--- src/hw/rtl/vsim_pkg.sv ---
package vsim_pkg;

   localparam int CSR_ADDR_W = 3;
   localparam int CSR_DATA_W = 32;
   localparam int LIN_W      = 21;

   localparam logic [7:0] OP_CLI   = 8'hfa;
   localparam logic [7:0] OP_STI   = 8'hfb;
   localparam logic [7:0] OP_PUSHF = 8'h9c;
   localparam logic [7:0] OP_POPF  = 8'h9d;
   localparam logic [7:0] OP_INTN  = 8'hcd;
   localparam logic [7:0] OP_IRET  = 8'hcf;

   localparam logic CSR_AREA_PRESENT = 1'b0;

   typedef enum logic [1:0] {
      ST_RESUMED      = 2'd0,
      ST_NOT_EMULATED = 2'd1,
      ST_IRQ_DUE      = 2'd2
   } status_type;

   typedef struct packed {
      logic [1:0]       num_writes;
      logic [LIN_W-1:0] addr0;
      logic [LIN_W-1:0] addr1;
      logic [LIN_W-1:0] addr2;
      logic [15:0]      data0;
      logic [15:0]      data1;
      logic [15:0]      data2;
      logic [15:0]      cs;
      logic [15:0]      ip;
      logic [15:0]      sp;
      logic [15:0]      flags;
      logic             vif;
      status_type       status;
   } job_type;

   function automatic logic [LIN_W-1:0] lin_addr(logic [15:0] seg, logic [15:0] off);
      return {1'b0, seg, 4'b0000} + {5'b00000, off};
   endfunction

   function automatic logic [15:0] popped_flags(logic [15:0] w);
      return {w[15:14], 2'b00, w[11:10], 1'b1, w[8:0]};
   endfunction

endpackage

--- src/hw/rtl/vsim_req_if.sv ---
interface vsim_req_if;
   logic        valid;
   logic        ready;
   logic [7:0]  opcode;
   logic [7:0]  vector_number;
   logic [15:0] code_segment;
   logic [15:0] instr_pointer;
   logic [15:0] stack_segment;
   logic [15:0] stack_pointer;
   logic [15:0] flags_word;
   logic [15:0] stack_word0;
   logic [15:0] stack_word1;
   logic [15:0] stack_word2;
   logic [31:0] vector_entry;
   logic        irq_waiting;

   modport source (
      output valid, opcode, vector_number, code_segment, instr_pointer, stack_segment,
             stack_pointer, flags_word, stack_word0, stack_word1, stack_word2,
             vector_entry, irq_waiting,
      input  ready
   );
   modport sink (
      input  valid, opcode, vector_number, code_segment, instr_pointer, stack_segment,
             stack_pointer, flags_word, stack_word0, stack_word1, stack_word2,
             vector_entry, irq_waiting,
      output ready
   );
endinterface

--- src/hw/rtl/vsim_rsp_if.sv ---
interface vsim_rsp_if;
   logic        valid;
   logic        ready;
   logic        is_write;
   logic [20:0] write_addr;
   logic [15:0] write_data;
   logic [15:0] new_cs;
   logic [15:0] new_ip;
   logic [15:0] new_sp;
   logic [15:0] new_flags;
   logic        virtual_if_out;
   logic [1:0]  status;
   logic        last;

   modport source (
      output valid, is_write, write_addr, write_data, new_cs, new_ip, new_sp, new_flags,
             virtual_if_out, status, last,
      input  ready
   );
   modport sink (
      input  valid, is_write, write_addr, write_data, new_cs, new_ip, new_sp, new_flags,
             virtual_if_out, status, last,
      output ready
   );
endinterface

--- src/hw/rtl/vsim_front.sv ---
module vsim_front (
   input  logic             clock,
   input  logic             reset,
   input  logic             area_present,
   input  logic             queue_full,
   output logic             push,
   output vsim_pkg::job_type job,
   vsim_req_if.sink         req
);
   import vsim_pkg::*;

   logic        vif_ff;
   logic        vif_in;
   logic        emulated;
   logic        vif_new;
   logic [15:0] image;
   logic [15:0] sp_m2;
   logic [15:0] sp_m4;
   logic [15:0] sp_m6;
   logic [15:0] ip_p1;

   assign req.ready = !queue_full;
   assign push      = req.valid && !queue_full;

   always_comb begin
      image = {req.flags_word[15:14], 2'b11, req.flags_word[11:10], vif_ff,
               req.flags_word[8:0]};
      sp_m2 = req.stack_pointer - 16'd2;
      sp_m4 = req.stack_pointer - 16'd4;
      sp_m6 = req.stack_pointer - 16'd6;
      ip_p1 = req.instr_pointer + 16'd1;

      job.num_writes = 2'd0;
      job.addr0      = lin_addr(req.stack_segment, sp_m2);
      job.addr1      = lin_addr(req.stack_segment, sp_m4);
      job.addr2      = lin_addr(req.stack_segment, sp_m6);
      job.data0      = image;
      job.data1      = req.code_segment;
      job.data2      = req.instr_pointer + 16'd2;
      job.cs         = req.code_segment;
      job.ip         = req.instr_pointer;
      job.sp         = req.stack_pointer;
      job.flags      = req.flags_word;
      emulated       = area_present;
      vif_new        = vif_ff;

      if (area_present) begin
         case (req.opcode)
            OP_CLI: begin
               vif_new = 1'b0;
               job.ip  = ip_p1;
            end
            OP_STI: begin
               vif_new = 1'b1;
               job.ip  = ip_p1;
            end
            OP_PUSHF: begin
               job.num_writes = 2'd1;
               job.sp         = sp_m2;
               job.ip         = ip_p1;
            end
            OP_POPF: begin
               job.flags = popped_flags(req.stack_word0);
               vif_new   = req.stack_word0[9];
               job.sp    = req.stack_pointer + 16'd2;
               job.ip    = ip_p1;
            end
            OP_INTN: begin
               job.num_writes = 2'd3;
               job.sp         = sp_m6;
               vif_new        = 1'b0;
               job.flags      = {req.flags_word[15:9], 1'b0, req.flags_word[7:0]};
               job.cs         = req.vector_entry[31:16];
               job.ip         = req.vector_entry[15:0];
            end
            OP_IRET: begin
               job.ip    = req.stack_word0;
               job.cs    = req.stack_word1;
               job.flags = popped_flags(req.stack_word2);
               vif_new   = req.stack_word2[9];
               job.sp    = req.stack_pointer + 16'd6;
            end
            default: begin
               emulated = 1'b0;
            end
         endcase
      end

      if (!emulated) begin
         job.num_writes = 2'd0;
         job.cs         = req.code_segment;
         job.ip         = req.instr_pointer;
         job.sp         = req.stack_pointer;
         job.flags      = req.flags_word;
         vif_new        = vif_ff;
         job.status     = ST_NOT_EMULATED;
      end else if (!vif_ff && vif_new && req.irq_waiting) begin
         job.status = ST_IRQ_DUE;
      end else begin
         job.status = ST_RESUMED;
      end
      job.vif = vif_new;
      vif_in  = push ? vif_new : vif_ff;
   end

   always_ff @(posedge clock) begin
      if (reset) begin
         vif_ff <= 1'b0;
      end else begin
         vif_ff <= vif_in;
      end
   end
endmodule

--- src/hw/rtl/vsim_queue.sv ---
module vsim_queue #(
   parameter int DEPTH = 2
) (
   input  logic              clock,
   input  logic              reset,
   input  logic              push,
   input  vsim_pkg::job_type push_job,
   input  logic              pop,
   output logic              full,
   output logic              empty,
   output vsim_pkg::job_type head
);
   import vsim_pkg::*;

   localparam int PTR_W = $clog2(DEPTH);
   localparam int CNT_W = $clog2(DEPTH + 1);
   localparam logic [PTR_W-1:0] LAST_PTR = PTR_W'(DEPTH - 1);
   localparam logic [CNT_W-1:0] FULL_CNT = CNT_W'(DEPTH);

   job_type           mem [DEPTH];
   logic [PTR_W-1:0]  wr_ptr_ff, wr_ptr_in;
   logic [PTR_W-1:0]  rd_ptr_ff, rd_ptr_in;
   logic [CNT_W-1:0]  count_ff, count_in;
   logic              do_push;
   logic              do_pop;

   assign full    = count_ff == FULL_CNT;
   assign empty   = count_ff == '0;
   assign head    = mem[rd_ptr_ff];
   assign do_push = push && !full;
   assign do_pop  = pop && !empty;

   always_comb begin
      wr_ptr_in = wr_ptr_ff;
      rd_ptr_in = rd_ptr_ff;
      count_in  = count_ff;
      if (do_push) begin
         wr_ptr_in = (wr_ptr_ff == LAST_PTR) ? '0 : wr_ptr_ff + 1'b1;
      end
      if (do_pop) begin
         rd_ptr_in = (rd_ptr_ff == LAST_PTR) ? '0 : rd_ptr_ff + 1'b1;
      end
      if (do_push && !do_pop) begin
         count_in = count_ff + 1'b1;
      end else if (do_pop && !do_push) begin
         count_in = count_ff - 1'b1;
      end
   end

   always_ff @(posedge clock) begin
      if (do_push) begin
         mem[wr_ptr_ff] <= push_job;
      end
   end

   always_ff @(posedge clock) begin
      if (reset) begin
         wr_ptr_ff <= '0;
         rd_ptr_ff <= '0;
         count_ff  <= '0;
      end else begin
         wr_ptr_ff <= wr_ptr_in;
         rd_ptr_ff <= rd_ptr_in;
         count_ff  <= count_in;
      end
   end
endmodule

--- src/hw/rtl/vsim_back.sv ---
module vsim_back (
   input  logic              clock,
   input  logic              reset,
   input  logic              empty,
   input  vsim_pkg::job_type head,
   output logic              pop,
   vsim_rsp_if.source        rsp
);
   import vsim_pkg::*;

   logic             valid_ff, valid_in;
   logic [1:0]       idx_ff, idx_in;
   logic             is_write_ff, is_write_in;
   logic [LIN_W-1:0] addr_ff, addr_in;
   logic [15:0]      data_ff, data_in;
   logic [15:0]      cs_ff, cs_in;
   logic [15:0]      ip_ff, ip_in;
   logic [15:0]      sp_ff, sp_in;
   logic [15:0]      flags_ff, flags_in;
   logic             vif_ff, vif_in;
   logic [1:0]       status_ff, status_in;
   logic             last_ff, last_in;
   logic             load;

   always_comb begin
      load        = !valid_ff || rsp.ready;
      pop         = 1'b0;
      valid_in    = valid_ff;
      idx_in      = idx_ff;
      is_write_in = is_write_ff;
      addr_in     = addr_ff;
      data_in     = data_ff;
      cs_in       = cs_ff;
      ip_in       = ip_ff;
      sp_in       = sp_ff;
      flags_in    = flags_ff;
      vif_in      = vif_ff;
      status_in   = status_ff;
      last_in     = last_ff;
      if (load) begin
         valid_in = !empty;
         if (!empty) begin
            if (idx_ff < head.num_writes) begin
               is_write_in = 1'b1;
               case (idx_ff)
                  2'd0: begin
                     addr_in = head.addr0;
                     data_in = head.data0;
                  end
                  2'd1: begin
                     addr_in = head.addr1;
                     data_in = head.data1;
                  end
                  default: begin
                     addr_in = head.addr2;
                     data_in = head.data2;
                  end
               endcase
               cs_in     = '0;
               ip_in     = '0;
               sp_in     = '0;
               flags_in  = '0;
               vif_in    = 1'b0;
               status_in = ST_RESUMED;
               last_in   = 1'b0;
               idx_in    = idx_ff + 2'd1;
            end else begin
               is_write_in = 1'b0;
               addr_in     = '0;
               data_in     = '0;
               cs_in       = head.cs;
               ip_in       = head.ip;
               sp_in       = head.sp;
               flags_in    = head.flags;
               vif_in      = head.vif;
               status_in   = head.status;
               last_in     = 1'b1;
               idx_in      = 2'd0;
               pop         = 1'b1;
            end
         end
      end
   end

   always_ff @(posedge clock) begin
      if (reset) begin
         valid_ff <= 1'b0;
         idx_ff   <= 2'd0;
      end else begin
         valid_ff <= valid_in;
         idx_ff   <= idx_in;
      end
   end

   always_ff @(posedge clock) begin
      is_write_ff <= is_write_in;
      addr_ff     <= addr_in;
      data_ff     <= data_in;
      cs_ff       <= cs_in;
      ip_ff       <= ip_in;
      sp_ff       <= sp_in;
      flags_ff    <= flags_in;
      vif_ff      <= vif_in;
      status_ff   <= status_in;
      last_ff     <= last_in;
   end

   assign rsp.valid          = valid_ff;
   assign rsp.is_write       = is_write_ff;
   assign rsp.write_addr     = addr_ff;
   assign rsp.write_data     = data_ff;
   assign rsp.new_cs         = cs_ff;
   assign rsp.new_ip         = ip_ff;
   assign rsp.new_sp         = sp_ff;
   assign rsp.new_flags      = flags_ff;
   assign rsp.virtual_if_out = vif_ff;
   assign rsp.status         = status_ff;
   assign rsp.last           = last_ff;
endmodule

--- src/hw/rtl/vm86_sensitive_instruction_monitor.sv ---
// Virtual-8086 monitor for trapped CLI, STI, PUSHF, POPF, INT n and IRET. A request is
// decoded against the kept virtual interrupt-enable bit in the cycle it is accepted and
// lands in a QUEUE_DEPTH-entry queue; the emitter drains the queue one result per cycle
// while rsp ready is high; a request yields one result (CLI, STI, POPF, IRET, not
// emulated), two (PUSHF) or four (INT n), and requests are accepted every cycle while the
// queue has room. Stack pushes come out first in push order, then the final result with
// last set. Register area_present sits at byte address 0 and resets to 0, which makes
// every request come back not emulated.
module vm86_sensitive_instruction_monitor #(
   parameter int QUEUE_DEPTH = 2
) (
   input  logic                              clock,
   input  logic                              reset,
   vsim_req_if.sink                          req_bus,
   vsim_rsp_if.source                        rsp_bus,
   input  logic                              csr_psel,
   input  logic                              csr_penable,
   input  logic                              csr_pwrite,
   input  logic [vsim_pkg::CSR_ADDR_W-1:0]   csr_paddr,
   input  logic [vsim_pkg::CSR_DATA_W-1:0]   csr_pwdata,
   output logic [vsim_pkg::CSR_DATA_W-1:0]   csr_prdata,
   output logic                              csr_pready
);
   import vsim_pkg::*;

   logic    area_ff, area_in;
   logic    push;
   logic    pop;
   logic    full;
   logic    empty;
   job_type job;
   job_type head;
   logic    sel_area;

   assign csr_pready = 1'b1;
   assign sel_area   = csr_paddr[CSR_ADDR_W-1] == CSR_AREA_PRESENT;

   always_comb begin
      area_in = area_ff;
      if (csr_psel && csr_penable && csr_pwrite && sel_area) begin
         area_in = csr_pwdata[0];
      end
      csr_prdata = sel_area ? {{(CSR_DATA_W-1){1'b0}}, area_ff} : '0;
   end

   always_ff @(posedge clock) begin
      if (reset) begin
         area_ff <= 1'b0;
      end else begin
         area_ff <= area_in;
      end
   end

   vsim_front u_front (
      .clock        (clock),
      .reset        (reset),
      .area_present (area_ff),
      .queue_full   (full),
      .push         (push),
      .job          (job),
      .req          (req_bus)
   );

   vsim_queue #(
      .DEPTH (QUEUE_DEPTH)
   ) u_queue (
      .clock    (clock),
      .reset    (reset),
      .push     (push),
      .push_job (job),
      .pop      (pop),
      .full     (full),
      .empty    (empty),
      .head     (head)
   );

   vsim_back u_back (
      .clock (clock),
      .reset (reset),
      .empty (empty),
      .head  (head),
      .pop   (pop),
      .rsp   (rsp_bus)
   );
endmodule

--- src/flat_wrapper.sv ---
// flat-port wrapper written by rule: the top's interface ports become plain ports
module vm86_sensitive_instruction_monitor_flat import vsim_pkg::*;
#(
   parameter int QUEUE_DEPTH = 2
)
  (clock, reset, csr_psel, csr_penable, csr_pwrite, csr_paddr, csr_pwdata, csr_prdata, csr_pready, req_bus_valid, req_bus_opcode, req_bus_vector_number, req_bus_code_segment, req_bus_instr_pointer, req_bus_stack_segment, req_bus_stack_pointer, req_bus_flags_word, req_bus_stack_word0, req_bus_stack_word1, req_bus_stack_word2, req_bus_vector_entry, req_bus_irq_waiting, req_bus_ready, rsp_bus_valid, rsp_bus_is_write, rsp_bus_write_addr, rsp_bus_write_data, rsp_bus_new_cs, rsp_bus_new_ip, rsp_bus_new_sp, rsp_bus_new_flags, rsp_bus_virtual_if_out, rsp_bus_status, rsp_bus_last, rsp_bus_ready);
  vsim_req_if req_bus_i ();
  vsim_rsp_if rsp_bus_i ();
  input  logic clock;
  input  logic reset;
  input  logic csr_psel;
  input  logic csr_penable;
  input  logic csr_pwrite;
  input  logic [vsim_pkg::CSR_ADDR_W-1:0] csr_paddr;
  input  logic [vsim_pkg::CSR_DATA_W-1:0] csr_pwdata;
  output logic [vsim_pkg::CSR_DATA_W-1:0] csr_prdata;
  output logic csr_pready;
  input wire logic [$bits(req_bus_i.valid)-1:0] req_bus_valid;
  input wire logic [$bits(req_bus_i.opcode)-1:0] req_bus_opcode;
  input wire logic [$bits(req_bus_i.vector_number)-1:0] req_bus_vector_number;
  input wire logic [$bits(req_bus_i.code_segment)-1:0] req_bus_code_segment;
  input wire logic [$bits(req_bus_i.instr_pointer)-1:0] req_bus_instr_pointer;
  input wire logic [$bits(req_bus_i.stack_segment)-1:0] req_bus_stack_segment;
  input wire logic [$bits(req_bus_i.stack_pointer)-1:0] req_bus_stack_pointer;
  input wire logic [$bits(req_bus_i.flags_word)-1:0] req_bus_flags_word;
  input wire logic [$bits(req_bus_i.stack_word0)-1:0] req_bus_stack_word0;
  input wire logic [$bits(req_bus_i.stack_word1)-1:0] req_bus_stack_word1;
  input wire logic [$bits(req_bus_i.stack_word2)-1:0] req_bus_stack_word2;
  input wire logic [$bits(req_bus_i.vector_entry)-1:0] req_bus_vector_entry;
  input wire logic [$bits(req_bus_i.irq_waiting)-1:0] req_bus_irq_waiting;
  output wire logic [$bits(req_bus_i.ready)-1:0] req_bus_ready;
  output wire logic [$bits(rsp_bus_i.valid)-1:0] rsp_bus_valid;
  output wire logic [$bits(rsp_bus_i.is_write)-1:0] rsp_bus_is_write;
  output wire logic [$bits(rsp_bus_i.write_addr)-1:0] rsp_bus_write_addr;
  output wire logic [$bits(rsp_bus_i.write_data)-1:0] rsp_bus_write_data;
  output wire logic [$bits(rsp_bus_i.new_cs)-1:0] rsp_bus_new_cs;
  output wire logic [$bits(rsp_bus_i.new_ip)-1:0] rsp_bus_new_ip;
  output wire logic [$bits(rsp_bus_i.new_sp)-1:0] rsp_bus_new_sp;
  output wire logic [$bits(rsp_bus_i.new_flags)-1:0] rsp_bus_new_flags;
  output wire logic [$bits(rsp_bus_i.virtual_if_out)-1:0] rsp_bus_virtual_if_out;
  output wire logic [$bits(rsp_bus_i.status)-1:0] rsp_bus_status;
  output wire logic [$bits(rsp_bus_i.last)-1:0] rsp_bus_last;
  input wire logic [$bits(rsp_bus_i.ready)-1:0] rsp_bus_ready;
  assign req_bus_i.valid = req_bus_valid;
  assign req_bus_i.opcode = req_bus_opcode;
  assign req_bus_i.vector_number = req_bus_vector_number;
  assign req_bus_i.code_segment = req_bus_code_segment;
  assign req_bus_i.instr_pointer = req_bus_instr_pointer;
  assign req_bus_i.stack_segment = req_bus_stack_segment;
  assign req_bus_i.stack_pointer = req_bus_stack_pointer;
  assign req_bus_i.flags_word = req_bus_flags_word;
  assign req_bus_i.stack_word0 = req_bus_stack_word0;
  assign req_bus_i.stack_word1 = req_bus_stack_word1;
  assign req_bus_i.stack_word2 = req_bus_stack_word2;
  assign req_bus_i.vector_entry = req_bus_vector_entry;
  assign req_bus_i.irq_waiting = req_bus_irq_waiting;
  assign req_bus_ready = req_bus_i.ready;
  assign rsp_bus_valid = rsp_bus_i.valid;
  assign rsp_bus_is_write = rsp_bus_i.is_write;
  assign rsp_bus_write_addr = rsp_bus_i.write_addr;
  assign rsp_bus_write_data = rsp_bus_i.write_data;
  assign rsp_bus_new_cs = rsp_bus_i.new_cs;
  assign rsp_bus_new_ip = rsp_bus_i.new_ip;
  assign rsp_bus_new_sp = rsp_bus_i.new_sp;
  assign rsp_bus_new_flags = rsp_bus_i.new_flags;
  assign rsp_bus_virtual_if_out = rsp_bus_i.virtual_if_out;
  assign rsp_bus_status = rsp_bus_i.status;
  assign rsp_bus_last = rsp_bus_i.last;
  assign rsp_bus_i.ready = rsp_bus_ready;
  vm86_sensitive_instruction_monitor #(.QUEUE_DEPTH(QUEUE_DEPTH)) u_core (.clock(clock), .reset(reset), .req_bus(req_bus_i), .rsp_bus(rsp_bus_i), .csr_psel(csr_psel), .csr_penable(csr_penable), .csr_pwrite(csr_pwrite), .csr_paddr(csr_paddr), .csr_pwdata(csr_pwdata), .csr_prdata(csr_prdata), .csr_pready(csr_pready));
endmodule
--- config.mk ---
export PLATFORM = sky130hd
export DESIGN_NAME = vm86_sensitive_instruction_monitor_flat
export DESIGN_NICKNAME = d
export VERILOG_FILES = /design/src/hw/rtl/vsim_pkg.sv /design/src/hw/rtl/vsim_req_if.sv /design/src/hw/rtl/vsim_rsp_if.sv /design/src/hw/rtl/vsim_front.sv /design/src/hw/rtl/vsim_queue.sv /design/src/hw/rtl/vsim_back.sv /design/src/hw/rtl/vm86_sensitive_instruction_monitor.sv /design/src/flat_wrapper.sv
export SDC_FILE = /design/constraint.sdc
export NUM_CORES = 1
export LEC_CHECK = 0
export BUFFER_PORTS_ARGS = -buffer_cell sky130_fd_sc_hd__buf_2
export CAP_MARGIN = 20
export CORE_ASPECT_RATIO = 1.75
export CORE_MARGIN = 4
export CORE_UTILIZATION = 55
export DETAILED_ROUTE_END_ITERATION = 10
export PLACE_DENSITY_LB_ADDON = 0.08
export SYNTH_ARGS = -nofsm -noshare
export SYNTH_HDL_FRONTEND = slang
export SYNTH_SLANG_ARGS = --single-unit
--- constraint.sdc ---
create_clock -name clock -period 15.4 [get_ports clock]
set_clock_uncertainty 0.05 [all_clocks]
set_input_delay 3.08 -clock clock [delete_from_list [all_inputs] [get_ports clock]]
set_output_delay 3.08 -clock clock [all_outputs]
set_load 0.01 [all_outputs]
==> results of run 1 <==
## where the power goes
group | internal, µW | switching (µW)
Combinational | 417 | 845
Sequential | 1830 | 97.8
Clock | 603 | 440
Total | 2850 | 1380
## flip-flops by register name (all words and copies together) (netlist names), 2 cells and up, named ones only
| register | cells |
|---|---|
| u_core.u_back.rsp.new_sp | 16 |
| u_core.u_back.rsp.status | 2 |
| u_core.u_back.rsp.write_data | 16 |
| u_core.u_queue.mem | 348 |
| u_core.u_back.rsp.write_addr | 21 |
| u_core.u_back.rsp.new_flags | 16 |
| u_core.u_back.idx_ff | 2 |
| u_core.u_queue.count_ff | 2 |
| u_core.u_back.rsp.new_ip | 16 |
| u_core.u_back.rsp.new_cs | 16 |
## per-layer routing
layer,track usage [%],wire length [µm],vias up
met4,15.84,4026,8
li1,-,-,6749
met2,48.22,31180,562
met3,4.313,3772,145
met5,0,55,-
met1,29.48,20200,7116
## kinds of logic (layout without fill, tap and decap cells)
family	count (synthesis)	in the layout	share of synthesized area, %
other	2	42	0.03470
AOI/OAI and AO/OA	384	384	12.57
DFF	464	464	63.91
muxes	92	92	4.376
and+or+nand+nor	392	392	8.273
buffers and inverters	160	412	3.544
xor gates and xnor gates	98	98	3.966
adders and majority gates	55	55	3.318
## stage by stage
stage,instance area (µm²),worst slack [ns]
after floorplan,21760,3.682
after global placement,23330,7.919
after detailed placement,23330,7.883
after CTS,24680,8.450
after global routing,24750,8.352
final,24760,8.539
## path summary, 6_finish.rpt
kind	startpoint	to	slack, ns	depth (start not counted)
setup / recovery	req_bus_stack_pointer[5]	u_core.u_queue.mem[0][173]	8.54	11
hold reg to reg	u_core.u_front.vif_ff	u_core.u_queue.mem[1][108]	0.45	0
setup reg to reg	u_core.area_ff	u_core.u_queue.mem[1][9]	12.04	5
hold / removal	u_core.u_front.vif_ff	u_core.u_queue.mem[1][108]	0.45	0
## Yosys cell counts (7+ instances only)
cell type and instances:
buf_4 35, mux2i_1 89, nor4_1 7, ha_1 51, nor3_1 27, a22o_1 36, nand3_1 19, a21o_1 17
nand2_1 119, xor2_1 31, a311oi_1 33, nor2_1 152, a211oi_1 40, inv_1 34, a22oi_1 47, a221oi_1 12
buf_1 16, a31oi_1 9, buf_2 10, o211ai_1 10, dfxtp_1 10, xnor2_1 67, a21oi_1 42, nand2b_1 14
o21ai_0 71, o21ai_1 11, clkbuf_1 61, edfxtp_1 454, o21a_1 11
## final cells by class
cell class	count	area [µm²]
antenna	10	25.02
clock buffer	53	1092
clock inverter	19	256.5
fill	3017	13870
inverter	35	133.9
multi-input combinational	1053	7191
sequential	464	13840
tap	485	606.8
timing repair buffer	305	1619
## critical path, cell delays in order
cell and delay (ns):
buf_2 0.19, nor4_1 0.92, nand2_1 0.44, xnor2_1 0.37, ha_1 0.34, o211ai_1 0.19
a21o_1 0.16, a211oi_1 0.18, o41ai_1 0.92, nor2_1 0.11, xor2_1 0.19
==> metrics.md, run 1 <==
| Metric | Value |
|---|---|
| Max-cap violations | 0 |
| Via-to-Cell Ratio | roughly 6 |
| Synth Cell Area | between 20000 and 25000 µm² |
| Ports | between 300 and 400 |
| PD cells | 171.0 nW/µm² |
| Max-slew violations | 0 |
| Measured slew at the worst slew-check pin | 1.069 ns |
| Ratio of final minimum period to clock period | 44.55% |
| CTS tree | done |
| DPL Wire Length | ~41000 µm |
| Vias in the first global route | about 15000 |
| Placed cells | around 2300 |
| Die Area | 42710 µm² |
| Grt total ovfl | 0 |
| Worst skew pair latency | approximately 0.55 ns |
| Initial antenna violation count | 14 |
| Largest net degree at the start of global routing | 82 |
| Final hold vios | 0 |
| Avg Inst Size Synth | 13.14 µm² |
| Leak | 0.009070 µW |
| Period minus WS final | 6.861 ns |
| Syn-to-layout area delta | 14.41% |
| TNS Setup | 0 ns |
| Seq/Total Area, Yosys | a little under two thirds |
| Initial drt markers | 1132 |
| Asr flop ratio synth | 0% |
| Crit path launch type | input port |
| Final core occ | between 60% and 70% |
| CP Capture Type | register |
| DR DRC count | 0 |
| Clock Path Buffers | 3 |
| Final setup violation count | 0 |
| Unique cell type count in the Yosys netlist | 77 |
| Outcome | complete, no violations |
| Yosys top cell by area | edfxtp_1 |
| First-pass GRT wire length | 86390 µm |
| Max Clock Freq | 145.8 MHz |
| CP Max Fanout | 14 |
| Layout Cells excl Fill | 2424 |
| Commonest non-fill, non-tap cell in the layout | edfxtp_1 |
| FP Rows | 95 |
| Core Box Area | 38630 µm² |
| Number of synthesized register bits | 464 |
| Total GRT Usage | roughly 27% |
| Fraction of layout cells with a size suffix above 1 | 20.01% |
| TritonCTS Buffers | 41 |
| Post-CTS setup buffers | 0 |
| Yosys warning count | 0 |
| Power Total | 4234 µW |
| Nets | ~2200 |
| First-pass DRT Iterations | 5 |
| Die width | 158.0 µm |
| Post-synth EDFFs | 454 |
| Main flop type after synthesis | edfxtp_1 |
| Worst min path class | reg -> reg |
| Crit path kind | in -> reg |
| Vias | between 10000 and 15000 |
| Worst rel slew slack | roughly 29% |
| Critical Path AT | a little over 7 ns |
| # port buffers | 284 |
| GPL Wtd Cong | 0.9665 |
| H-tree levels | 2 |
| RSZ-0062 raised after global routing | no |
| Most frequent cells in the layout | 454 x edfxtp_1, 284 x buf_2, 150 x nor2_1 |
| Chip Height | about 270 µm |
| Post-synthesis cell count | 1647 |
| WP data required | 15.63 ns |
| Clock root buffer | clkbuf_16 |
| Total Routed Length | 59240 µm |
| Mean routed wirelength per cell | approximately 24 µm |
| Fin Hold WS | 0.4508 ns |
| Post-CTS sizing | 0 |
| Initial Utilization | between 50% and 60% |
| Reg clk slew, reported paths | approximately 0.06 ns |
| Antenna-violating nets left | 0 |
| Area contributors post-synth | edfxtp_1 63%, mux2i_1 4.1%, ha_1 2.9% |
| CTS hold repair buffers | 0 |
| Top cell type's share of synthesized area | 62.99% |
| Sink Count | 464 |
| Max IR drop VDD | roughly 0.10 mV |
Power figures use the tool's default switching activity.
==> inputs of run 2 (changes only) <==
--- a/config.mk
+++ b/config.mk
@@ -9,7 +9,7 @@
 export CAP_MARGIN = 20
 export CORE_ASPECT_RATIO = 1.75
 export CORE_MARGIN = 4
-export CORE_UTILIZATION = 55
+export CORE_UTILIZATION = 51
 export DETAILED_ROUTE_END_ITERATION = 10
 export PLACE_DENSITY_LB_ADDON = 0.08
 export SYNTH_ARGS = -nofsm -noshare
==> constraint.sdc (replaced) <==
create_clock -name clock -period 5.9 [get_ports clock]
set_clock_uncertainty 0.05 [all_clocks]
set_input_delay 1.18 -clock clock [delete_from_list [all_inputs] [get_ports clock]]
set_output_delay 1.18 -clock clock [all_outputs]
set_load 0.01 [all_outputs]
==> run 2 against run 1 <==
Register-to-register slack worse by 9.6 ns; via count is 1.1% higher; design area about the same; clock power increased by 140%; cell count rose by 3.3%; die area rose by 7.5%; wire length rose by 2.0%.
==> metrics.md, run 2 (same netlist as run 1, synthesis figures left out) <==
| Metric | Value |
|---|---|
| Outcome | complete, no violations |
| Filler instances | 3457 (+15%) |
| Reg clk slew, reported paths | 0.06 ns (about the same) |
| Critical Path AT | 4.76 ns (-2.33 ns) |
| FP Rows | 99 (+4.2%) |
| Worst min path class | reg -> reg |
| Max incr delay on CP | 0.74 ns (-0.18 ns) |
| Total Routed Length | 60410 µm (+2.0%) |
| Buf/Inv on CP | 2 (+1) |
| Max IR drop VDD | 0.2989 mV (+190%) |
| Die width | 163.7 µm (+3.7%) |
| Max-cap violations | 0 (unchanged) |
| Largest net degree at the start of global routing | 83 (+1.2%) |
| CP Max Fanout | 7 (-7) |
| First-pass GRT wire length | 87350 µm (+1.1%) |
| CTS hold repair buffers | 0 (unchanged) |
| H-tree levels | 2 (unchanged) |
| Nets | 2178 (+0.18%) |
| Multi-input combinational cell area | 7191 µm² (unchanged) |
| Initial antenna violation count | 9 (-5) |
| Ports | 360 (unchanged) |
| Slowest cell on crit path | a2111oi_0 |
| Post-CTS sizing | 0 (unchanged) |
| GPL Wtd Cong | 0.9110 (-5.7%) |
| Grt total ovfl | 0 (unchanged) |
| Post-Place Setup Slack | 0.8414 ns (-7.042 ns) |
| Antenna-violating nets left | 0 (unchanged) |
| CP Capture Type | register |
| Commonest non-fill, non-tap cell in the layout | edfxtp_1 |
| Fraction of layout cells with a size suffix above 1 | 20.43% (+0.42 points) |
| Chip Height | 280.5 µm (+3.7%) |
| CTS tree | done |
| Initial drt markers | 1223 (+8.0%) |
| Max Clock Freq | roughly 220 MHz |
| Final hold vios | 0 (unchanged) |
| Mean routed wirelength per cell | 24.13 µm (-1.2%) |
| Worst setup margin | 1.370 ns (-7.169 ns) |
| Final core occ | 59.14% (-5.0 points) |
| Vias in the first global route | 14600 (-0.71%) |
| Worst rel slew slack | 28.08% (-0.66 points) |
| Post-CTS setup buffers | 0 (unchanged) |
| Sink Count | 464 (unchanged) |
| WP data required | 6.13 ns (-9.50 ns) |
| Initial Utilization | 51.69% (-4.3 points) |
| First-pass DRT Iterations | 5 (unchanged) |
| DR DRC count | 0 (unchanged) |
| Via-to-Cell Ratio | 5.891 (-2.1%) |
| Biggest register | u_core.u_queue.mem |
| Worst path top cell family by delay | compound AO/OA/AOI/OAI gates |
| Design Area, Final | 24760 µm² (about the same) |
| Ratio of final minimum period to clock period | 76.77% |
| Max FFs per register | 348 (unchanged) |
| Final setup violation count | 0 (unchanged) |
| Measured slew at the worst slew-check pin | 1.079 ns (+0.009981 ns) |
| Crit path launch type | input port |
| # port buffers | 284 (unchanged) |
| Clock Path Buffers | 3 (unchanged) |
| Storage cell area | 13840 µm² (unchanged) |
| Leak | 0.009032 µW (-0.41%) |
| Period minus WS final | roughly 4.5 ns |
| Clock root buffer | clkbuf_16 |
| TritonCTS Buffers | 42 (+2.4%) |
| Area of placed instances | 23480 µm² (+0.64%) |
| Syn-to-layout area delta | 14.39% (about the same) |
| Worst skew pair latency | 0.55 ns (about the same) |
| Total GRT Usage | 25.41% (-1.5 points) |
| Crit path kind | in -> reg |
| TNS Setup | 0 ns (unchanged) |
| PD cells | 439.0 nW/µm² (+160%) |
| RSZ-0062 raised after global routing | no |
| Core Box Area | 41870 µm² (+8.4%) |
| Most frequent cells in the layout | 454 x edfxtp_1, 284 x buf_2, 150 x nor2_1 |
| Die Area | 45930 µm² (+7.5%) |
| DPL Wire Length | 42750 µm (+3.0%) |
| Max-slew violations | 0 (unchanged) |
| Vias | 14750 (+1.1%) |
| Worst path cell trace | buf_2, inv_1, ha_1, nand2b_1, nor3_1, nand2_1, xnor2_1, ha_1, a2111oi_0, a211oi_1, o21a_1, o21ai_0, xnor2_1 |
-- run 2: changes by cell type in the layout (fill, tap and decap cells not counted), sizes merged --
cell      change
inv           +2
clkinvlp      +3
bufinv        -6
clkinv       +11
buf           +3
clkbuf        -4
-- run 2: final cells by class --
cell class	count	area share (%)
multi-input combinational	1053	29.04
inverter	35	0.5407
clock inverter	29	0.7024
clock buffer	49	4.351
antenna	10	0.1011
tap	555	2.805
sequential	464	55.89
timing repair buffer	308	6.570
-- run 2: metal layers --
layer	routed length (µm)	part of all wire [%]	track usage (%)	vias to the layer above
li1	-	-	-	6761
met1	21130	35	28.45	7294
met2	32120	53	46.10	575
met3	3750	6.2	3.734	112
met4	3382	5.6	13.69	4
met5	30	0.050	0	-
-- run 2: path summary, 6_finish.rpt --
kind	start	endpoint	slack [ns]	cells after the start
max	req_bus_stack_pointer[2]	u_core.u_queue.mem[0][172]	1.37	13
min	u_core.u_front.vif_ff	u_core.u_queue.mem[0][108]	0.44	0
max reg2reg	u_core.area_ff	u_core.u_queue.mem[0][8]	2.47	5
min reg2reg	u_core.u_front.vif_ff	u_core.u_queue.mem[0][108]	0.44	0
-- run 2: where the power goes --
group	internal [µW]	switching [µW]	leakage, µW
Clock	1330	1200	0.000614
Combinational	1100	2210	0.00405
Sequential	4780	264	0.00436
Total	7200	3670	0.00903
-- run 2: stage by stage --
| stage | hold slack (ns) | power, µW | std cells |
|---|---|---|---|
| final | 0.4436 | 10870 | 2503 |
| after global routing | 0.4611 | 11400 | 2496 |
| after CTS | 0.4487 | 10990 | 2493 |
| after detailed placement | 0.4326 | 8468 | 2415 |
| after global placement | 0.4126 | 8392 | 2415 |
| after floorplan | 0.3986 | 7199 | 1677 |
-- run 2: worst reg2reg max path, cell delays in order (launching register included) --
cell and delay [ns]:
dfxtp_1 0.69, inv_1 0.55, a211o_1 0.72, or2_1 0.69, nand2_1 0.32, o21ai_1 0.13
